## config.mk

```make
export PLATFORM = sky130hd
export DESIGN_NAME = lpc_div_cell
export DESIGN_NICKNAME = d
export VERILOG_FILES = /design/src/sv/lpc_pkg.sv /design/src/sv/lpc_div_cell.sv
export SDC_FILE = /design/constraint.sdc
export NUM_CORES = 1
export LEC_CHECK = 0
export BUFFER_PORTS_ARGS = -buffer_cell sky130_fd_sc_hd__buf_2
export CELL_PAD_IN_SITES_DETAIL_PLACEMENT = 1
export CELL_PAD_IN_SITES_GLOBAL_PLACEMENT = 1
export CORE_AREA = 2 2 96 98
export CTS_BUF_LIST = sky130_fd_sc_hd__clkbuf_4 sky130_fd_sc_hd__clkbuf_8 sky130_fd_sc_hd__clkbuf_16
export CTS_CLUSTER_DIAMETER = 30
export DETAILED_ROUTE_END_ITERATION = 7
export DIE_AREA = 0 0 98 100
export GPL_TIMING_DRIVEN = 0
export PLACE_DENSITY_LB_ADDON = 0.1
export SLEW_MARGIN = 20
export SYNTH_ARGS = -nofsm -noshare
export SYNTH_HDL_FRONTEND = slang
export SYNTH_SLANG_ARGS = --single-unit
export TNS_END_PERCENT = 1
```

## constraint.sdc

```tcl
create_clock -name clk -period 0.8 [get_ports clk]
set_input_delay 0.24 -clock clk [delete_from_list [all_inputs] [get_ports clk]]
set_output_delay 0.24 -clock clk [all_outputs]
set_load 0.05 [all_outputs]
```

## src/sv/lpc_pkg.sv

```systemverilog
// shared constants, tables and types for the lidar polar to cartesian block
package lpc_pkg;

	localparam int INDEX_BITS    = 12;
	localparam int CORDIC_STAGES = 16;

	localparam int SP_W       = 12;
	localparam int DEG_W      = 9;
	localparam int PPM_W      = 8;
	localparam int RANGE_W    = 16;
	localparam int RS_W       = RANGE_W + PPM_W;
	localparam int BLK_W      = 4;
	localparam int WIN_W      = DEG_W + BLK_W;
	localparam int CMP_W      = (INDEX_BITS > WIN_W) ? INDEX_BITS : WIN_W;
	localparam int PHASE_W    = 32;
	localparam int DIV_BITS   = INDEX_BITS + PHASE_W;
	localparam int REM_W      = SP_W;
	localparam int VEC_W      = 32;
	localparam int ATAN_LEN   = 24;
	localparam int SHIFT_W    = $clog2(ATAN_LEN);
	localparam int PIX_W      = 18;
	localparam int PROD_W     = VEC_W + RS_W + 1;
	localparam int FRAC_SHIFT = 38;
	localparam int CFG_IDX_W  = 2;
	localparam int CFG_DATA_W = 12;

	// floor(sp/360) = ((sp >> 3) * 1457) >> 16 for every 12 bit sp
	localparam int BLK_PRE_SHIFT   = 3;
	localparam int BLK_RECIP       = 1457;
	localparam int BLK_RECIP_SHIFT = 16;
	localparam int BLK_PROD_W      = 20;

	localparam logic [PHASE_W-1:0] OFFSET_PHASE = 32'd1080577477;
	localparam logic [PHASE_W-1:0] EIGHTH_TURN  = 32'h2000_0000;
	localparam logic [PHASE_W-1:0] PHASE_BIAS   = OFFSET_PHASE - EIGHTH_TURN;

	localparam logic signed [VEC_W-1:0] CORDIC_INV_GAIN = 32'sd652032874;

	localparam logic [VEC_W-1:0] ATAN_TURNS [0:ATAN_LEN-1] = '{
		32'h20000000, 32'h12E4051E, 32'h09FB385B, 32'h051111D4,
		32'h028B0D43, 32'h0145D7E1, 32'h00A2F61E, 32'h00517C55,
		32'h0028BE53, 32'h00145F2F, 32'h000A2F98, 32'h000517CC,
		32'h00028BE6, 32'h000145F3, 32'h0000A2FA, 32'h0000517D,
		32'h000028BE, 32'h0000145F, 32'h00000A30, 32'h00000518,
		32'h0000028C, 32'h00000146, 32'h000000A3, 32'h00000051
	};

	localparam logic [CFG_IDX_W-1:0] REG_SCAN_POINTS  = 2'd0;
	localparam logic [CFG_IDX_W-1:0] REG_WIN_START    = 2'd1;
	localparam logic [CFG_IDX_W-1:0] REG_WIN_END      = 2'd2;
	localparam logic [CFG_IDX_W-1:0] REG_PIX_PER_M    = 2'd3;

	localparam logic [SP_W-1:0]  RST_SCAN_POINTS = 12'd360;
	localparam logic [DEG_W-1:0] RST_WIN_START   = 9'd240;
	localparam logic [DEG_W-1:0] RST_WIN_END     = 9'd330;
	localparam logic [PPM_W-1:0] RST_PIX_PER_M   = 8'd120;
	localparam logic [BLK_W-1:0] RST_BLOCKS      = 4'd1;

	localparam logic [1:0] QUAD_0 = 2'd0;
	localparam logic [1:0] QUAD_1 = 2'd1;
	localparam logic [1:0] QUAD_2 = 2'd2;
	localparam logic [1:0] QUAD_3 = 2'd3;

	// long division cell payload: partial remainder, dividend bits turning into quotient
	typedef struct packed {
		logic [REM_W-1:0]    rem;
		logic [DIV_BITS-1:0] work;
		logic [RS_W-1:0]     rs;
	} div_data_t;

	typedef struct packed {
		logic signed [VEC_W-1:0] x;
		logic signed [VEC_W-1:0] y;
		logic signed [VEC_W-1:0] z;
		logic [1:0]              quad;
		logic [RS_W-1:0]         rs;
	} cordic_data_t;

endpackage

```

## src/sv/lpc_div_cell.sv

```systemverilog
// one restoring long division step of the phase divider chain
module lpc_div_cell (
	input  logic                    clk,
	input  logic                    arst_n,
	input  logic [lpc_pkg::SP_W-1:0] divisor,
	input  logic                    in_valid,
	input  lpc_pkg::div_data_t      in_data,
	output logic                    out_valid,
	output lpc_pkg::div_data_t      out_data
);

	logic [lpc_pkg::REM_W:0] trial;
	logic [lpc_pkg::REM_W:0] diff;
	logic                    take;
	lpc_pkg::div_data_t      nxt;
	logic                    valid_q;
	lpc_pkg::div_data_t      data_q;

	always_comb begin
		trial = {in_data.rem, in_data.work[lpc_pkg::DIV_BITS-1]};
		diff  = trial - {1'b0, divisor};
		take  = (trial >= {1'b0, divisor});
		nxt.rem  = take ? diff[lpc_pkg::REM_W-1:0] : trial[lpc_pkg::REM_W-1:0];
		nxt.work = {in_data.work[lpc_pkg::DIV_BITS-2:0], take};
		nxt.rs   = in_data.rs;
	end

	always_ff @(posedge clk or negedge arst_n) begin
		if (!arst_n) begin
			valid_q <= 1'b0;
		end else begin
			valid_q <= in_valid;
		end
	end

	always_ff @(posedge clk) begin
		data_q <= nxt;
	end

	assign out_valid = valid_q;
	assign out_data  = data_q;

endmodule

```

==> results of run 1 <==
## registers in the layout, indices dropped and copies added, names as in the netlist
name	cells
out_data	80
out_valid	1
## cells in the mapped netlist (3+ instances only)
cell / count / area [µm²]
a21oi_1: 5 / 25.0
dfxtp_1: 80 / 1600
ha_1: 12 / 150
inv_1: 15 / 56.3
mux2_2: 3 / 33.8
mux2_4: 7 / 105
mux2i_1: 3 / 30.0
nand2_1: 4 / 15.0
nand3_1: 9 / 45.0
nor2_1: 9 / 33.8
nor2b_1: 4 / 25.0
nor3_1: 3 / 15.0
o21ai_0: 3 / 15.0
xnor2_1: 5 / 43.8
xor2_1: 3 / 26.3
## per-stage QoR
| step | cell area, µm² | util | setup TNS, ns |
|---|---|---|---|
| after floorplan | 2480 | - | -21.63 |
| after CTS | 5230 | 0.588 | -40.32 |
| final | 5320 | 0.598 | -40.25 |
| after detailed placement | 3500 | 0.393 | -23.07 |
| after global routing | 5320 | 0.598 | -43.31 |
| after global placement | 3500 | 0.393 | -23.25 |
## placed cells by master (no fill, tap or decap), types with 3 or more instances in the layout
cell           count
ha_2               3
xor2_1             3
ha_4               3
nand3_1            9
ha_1               6
a21oi_1            4
dlygate4sd3_1     69
inv_1             14
mux2_4             7
dfxtp_2           79
o21ai_0            3
nor3_1             3
buf_6             15
mux2i_1            3
clkbuf_8          10
xnor2_1            5
nor2_1             9
buf_2             93
mux2_2             3
buf_8             68
nand2_1            4
nor2b_1            4
## worst paths after layout
kind / start / slack [ns] / depth (start not counted) / endpoint
worst min-delay path: in_data[75] / 0.13 / 2 / out_data[76]
min in group asynchronous: arst_n / 0.19 / 2 / out_valid
worst max-delay path: divisor[1] / -1.39 / 10 / out_data[73]
max in group asynchronous: arst_n / 0.53 / 2 / out_valid
## power groups by stage
stage | Combinational (mW) | Sequential [mW] | Clock, mW
final | 3.45 | 4.64 | 3.30
after global routing | 3.58 | 4.67 | 3.55
after CTS | 3.27 | 4.59 | 3.32
after detailed placement | 2.46 | 4.51 | 0
after global placement | 2.44 | 4.50 | 0
after floorplan | 0.644 | 5.65 | 0
## logic make-up after synthesis
group	after synthesis	share of synthesized area
flops	81	0.655
simple gates	34	0.0761
compound gates	23	0.0736
buf+inv	17	0.0302
mux	13	0.0680
fa+ha+maj	13	0.0685
xor+xnor	8	0.0282
## cell type report
| cell class | count | share of cell area |
|---|---|---|
| plain buffers | 2 | 0.00353 |
| clock buffers | 10 | 0.0259 |
| clock inverters | 6 | 0.0136 |
| inverters | 15 | 0.0111 |
| multi-input cells | 91 | 0.157 |
| flip-flops and latches | 81 | 0.324 |
| well taps | 111 | 0.0261 |
| repair buffers | 244 | 0.438 |
## critical path: cells and delay by family
kind	cells	cell delay [ns]
fa+ha+maj	1	0.20
simple gates	2	0.41
compound gates	3	0.88
buf+inv	3	0.37
mux	1	0.32
## metal layers
metal / GRT usage / up-vias / part of all wire
li1: - / 1150 / -
met1: 0.216 / 1124 / 0.35
met4: 0.0897 / 0 / 0.040
met3: 0.0571 / 28 / 0.062
met5: 0 / - / 0
met2: 0.391 / 112 / 0.55
## what timing repair did
action | CTS | global route
gates cloned | 0 | 0
hold buffers | 69 | 0
endpoints found under the setup margin | 94 | 94
resized for setup | 296 | 24
endpoints found under the hold margin | 69 | 0
==> metrics.md, run 1 <==
| Metric | Value |
|---|---|
| Die span in x | `98 µm` |
| Final worst slack | `-1.39 ns` |
| EDFF count, synth | `0` |
| Seq. cell area | `0.00173 mm²` |
| F_max | `457 MHz` |
| H-tree Lvls | `3` |
| Vias | `2414` |
| TritonCTS clock tree | `yes` |
| Crit path time final | `2.19 ns` |
| DIE HEIGHT | `100 µm` |
| Initial Util | `0.279` |
| Failing checks | `negative setup slack` |
| Area grow syn2layout | `114%` |
| # diodes | `0` |
| DP Cell Count | `475` |
| Sw Ratio | `0.334` |
| Share of cells above drive strength 1 | `0.655` |
| Core area | `0.00889 mm²` |
| Cell count after synthesis | `189` |
| Clock Path Buffers | `2` |
| Worst-Margin Slew | `0.385 ns` |
| Post-synth top flop | `dfxtp_1` |
| Total net switching power | `3.80 mW` |
| Logic pwr share | `0.303` |
| Syn_nets | `297` |
| Peak VDD IR | `0.00134 V` |
| RSZ-0062 raised after global routing | `true` |
| Non-filler cells, final | `560` |
| Tcrit/Tclk final | `2.73` |
| Final Wtd Congestion | `0.731` |
| Crit start category | `primary input` |
| First-pass GRT wire length | `15200 µm` |
| FP Rows | `35` |
| Overflow after GRT | `0` |
| Slew Limit Fails | `0` |
| Vias in the first global route | `2634` |
| Total global-route track usage | `0.208` |
| Post-DP HPWL | `5380 µm` |
| CP required | `1.05 ns` |
| Critical path capture point type | `register` |
| Final Hold Viols | `0` |
| Final Power | `11.4 mW` |
| CTS clk-pin slew, worst paths | `0.09 ns` |
| Max_slew headroom | `0.741` |
| Largest net degree at the start of global routing | `16` |
| Clk pwr share | `0.290` |
| Total I/O pin count | `176` |
| Pre-CTS setup slack | `-1.86 ns` |
| Seq/Total Area, Yosys | `0.655` |
| WS Path Type | `in -> reg` |
| Max capacitance violation total | `0` |
| Worst-path maximum fanout | `10` |
| Synthesized area | `0.00248 mm²` |
| Nets | `552` |
| Post-synth ARST share | `0.0123` |
| Worst path max stage delay | `0.32 ns` |
| P per Cell Area | `2140 mW/mm²` |
| CP Cell Sequence | `buf_8, inv_4, ha_4, nor2b_4, o31a_1, o31a_1, o311a_4, nor4_4, buf_8, mux2_4` |
| Num CTS Buffers | `9` |
| Outcome | `complete, but fails checks` |
| Min Hold Slack | `0.126 ns` |
| Multi-input logic area | `837 µm²` |
| Post-CTS Setup Bufs | `0` |
| LEAKAGE | `2.45 nW` |
| Residual DRC | `0` |
| Wire per inst | `20.3 µm` |
| CP arrival | `2.43 ns` |
| Buffers on Ports | `175` |
| Detailed Routing Iterations Pass 1 | `4` |
| Synth Register Bits | `81` |
| Final setup violation count | `94` |
| Initial antenna violation count | `0` |
| Routed wire length | `11400 µm` |
| Sequential Power Share | `0.408` |
| Synth warnings | `0` |
| Total die area | `0.00980 mm²` |
| Critical path's slowest cell | `o311a_4` |
| Initial DRC count | `33` |
| Post-Syn Area per Cell | `13.1 µm²` |
| CTS root buf | `clkbuf_8` |
| Fillers | `906` |
| Worst min path class | `in -> reg` |
| Antenna Violating Nets Remaining | `0` |
| Internal cell power | `7.59 mW` |
| Drt via density | `4.31` |
| Sink Count | `81` |
| Unique masters post-synth | `37` |
No activity file was read; power rests on OpenSTA's default activity.
==> inputs of run 2 (changes only) <==
--- a/config.mk
+++ b/config.mk
@@ -7,12 +7,12 @@
 export LEC_CHECK = 0
 export BUFFER_PORTS_ARGS = -buffer_cell sky130_fd_sc_hd__buf_2
 export CELL_PAD_IN_SITES_DETAIL_PLACEMENT = 1
-export CELL_PAD_IN_SITES_GLOBAL_PLACEMENT = 1
-export CORE_AREA = 2 2 96 98
+export CELL_PAD_IN_SITES_GLOBAL_PLACEMENT = 2
+export CORE_AREA = 2 2 107 109
 export CTS_BUF_LIST = sky130_fd_sc_hd__clkbuf_4 sky130_fd_sc_hd__clkbuf_8 sky130_fd_sc_hd__clkbuf_16
 export CTS_CLUSTER_DIAMETER = 30
 export DETAILED_ROUTE_END_ITERATION = 7
-export DIE_AREA = 0 0 98 100
+export DIE_AREA = 0 0 109 111
 export GPL_TIMING_DRIVEN = 0
 export PLACE_DENSITY_LB_ADDON = 0.1
 export SLEW_MARGIN = 20
==> run 2 against run 1 <==
The flow still finishes with violations (negative setup slack). First-iteration DRC count rose by 110%. Combinational power fell by 1%. Flip-flop and latch count did not move. Critical endpoint is now out_data[76]. Largest cell class unchanged. Largest power group unchanged.
==> metrics.md, run 2 (synthesized netlist as in run 1, its figures left out) <==
| Metric | Value |
|---|---|
| P per Cell Area | `2250 mW/mm²` |
| Nets | `549` |
| Critical path's slowest cell | `o311a_4` |
| DIE HEIGHT | `111 µm` |
| Critical path capture point type | `register` |
| FP Rows | `39` |
| Crit path time final | `2.19 ns` |
| Vias | `2332` |
| Most frequent cells in the layout | `buf_2 (93), dfxtp_2 (80), buf_8 (76), dlygate4sd3_1 (66), inv_1 (14)` |
| Min Hold Slack | `0.0178 ns` |
| LEAKAGE | `2.48 nW` |
| Non-filler cells, final | `589` |
| Num CTS Buffers | `9` |
| Final Hold Viols | `0` |
| Wire per inst | `17.1 µm` |
| Final worst slack | `-1.39 ns` |
| Share of cells above drive strength 1 | `0.661` |
| CP arrival | `2.40 ns` |
| Sink Count | `81` |
| Antenna Violating Nets Remaining | `0` |
| Worst path max stage delay | `0.32 ns` |
| CTS clk-pin slew, worst paths | `0.06 ns` |
| Residual DRC | `0` |
| Worst-Margin Slew | `0.494 ns` |
| Initial Util | `0.224` |
| Tcrit/Tclk final | `2.74` |
| Detailed Routing Iterations Pass 1 | `4` |
| WS Path Type | `in -> reg` |
| Largest net degree at the start of global routing | `16` |
| CP required | `1.01 ns` |
| Worst min path class | `in -> reg` |
| Peak VDD IR | `0.00115 V` |
| Drt via density | `3.96` |
| Commonest non-fill, non-tap cell in the layout | `buf_2` |
| Final setup violation count | `94` |
| Core area | `0.0111 mm²` |
| Die span in x | `109 µm` |
| DP Cell Count | `507` |
| Routed wire length | `10100 µm` |
| CP delay by family, top | `compound AO/OA/AOI/OAI gates` |
| CTS root buf | `clkbuf_16` |
| CP Cell Sequence | `buf_8, inv_4, ha_4, nor2b_4, o31a_1, o31a_1, o311a_4, nor4_4, buf_8, mux2_4` |
| Total I/O pin count | `176` |
| F_max | `457 MHz` |
| RSZ-0062 raised after global routing | `true` |
| Post-DP HPWL | `6110 µm` |
| Max reg flops | `80` |
| Max capacitance violation total | `0` |
| Clock Path Buffers | `2` |
| Buffers on Ports | `175` |
| Failing checks | `negative setup slack` |
| Area grow syn2layout | `120%` |
| Max_slew headroom | `0.668` |
| Initial antenna violation count | `0` |
| Crit start category | `primary input` |
| First-pass GRT wire length | `15000 µm` |
| Final Power | `12.3 mW` |
| # diodes | `0` |
| Fillers | `1155` |
| Total global-route track usage | `0.170` |
| H-tree Lvls | `3` |
| Initial DRC count | `68` |
| Worst-path maximum fanout | `10` |
| Post-CTS Setup Bufs | `0` |
| Outcome | `complete, but fails checks` |
| Buf/Inv on CP | `3` |
| Total die area | `0.0121 mm²` |
| Slew Limit Fails | `0` |
| Overflow after GRT | `0` |
| Vias in the first global route | `2578` |
| TritonCTS clock tree | `yes` |
| Final Wtd Congestion | `0.731` |
[run 2: path summary, 6_finish.rpt]
check                      depth (start not counted)  slack [ns]      endpoint        start
worst min-delay path                               1        0.02  out_data[36]  in_data[35]
max in group asynchronous                          2        0.50     out_valid       arst_n
min in group asynchronous                          2        0.22     out_valid       arst_n
worst max-delay path                              10       -1.39  out_data[76]   divisor[1]
[run 2: repair_timing]
action | 4_1_cts | 5_1_grt
hold buffers | 66 | 0
hold endpoints to repair | 66 | 0
gates resized for setup | 306 | 23
setup endpoints to repair | 94 | 94
[run 2: stage by stage]
stage / setup TNS [ns] / worst slack [ns] / area (µm²) / util
2_1_floorplan: -21.63 / -1.57 / 2480 / -
3_3_place_gp: -23.84 / -1.93 / 3540 / 0.319
3_5_place_dp: -23.86 / -1.92 / 3540 / 0.319
4_1_cts: -38.41 / -1.41 / 5370 / 0.485
5_1_grt: -40.92 / -1.50 / 5470 / 0.494
6_report: -36.96 / -1.39 / 5470 / 0.494
[run 2: area by class of cell]
| class | instances | area (µm²) | area share |
|---|---|---|---|
| Clock buffer | 10 | 239 | 0.0437 |
| Buffer | 2 | 18.8 | 0.00343 |
| Multi-Input combinational cell | 91 | 847 | 0.155 |
| Clock inverter | 6 | 71.3 | 0.0130 |
| Timing Repair Buffer | 241 | 2330 | 0.426 |
| Tap cell | 143 | 179 | 0.0327 |
| Sequential cell | 81 | 1730 | 0.316 |
| Inverter | 15 | 58.8 | 0.0107 |
[run 2: report_power, final]
part	switching [mW]	total (mW)	internal, mW
combinational	1.80	3.40	1.60
clock	1.73	4.27	2.54
sequential	0.204	4.63	4.42
total	3.74	12.3	8.56
[run 2: layer usage]
metal / global-route usage / up-vias / part of all wire
met4: 0.0667 / 0 / 0.011
li1: - / 1141 / -
met2: 0.324 / 99 / 0.57
met1: 0.167 / 1086 / 0.35
met5: 0 / - / 0
met3: 0.0494 / 6 / 0.068
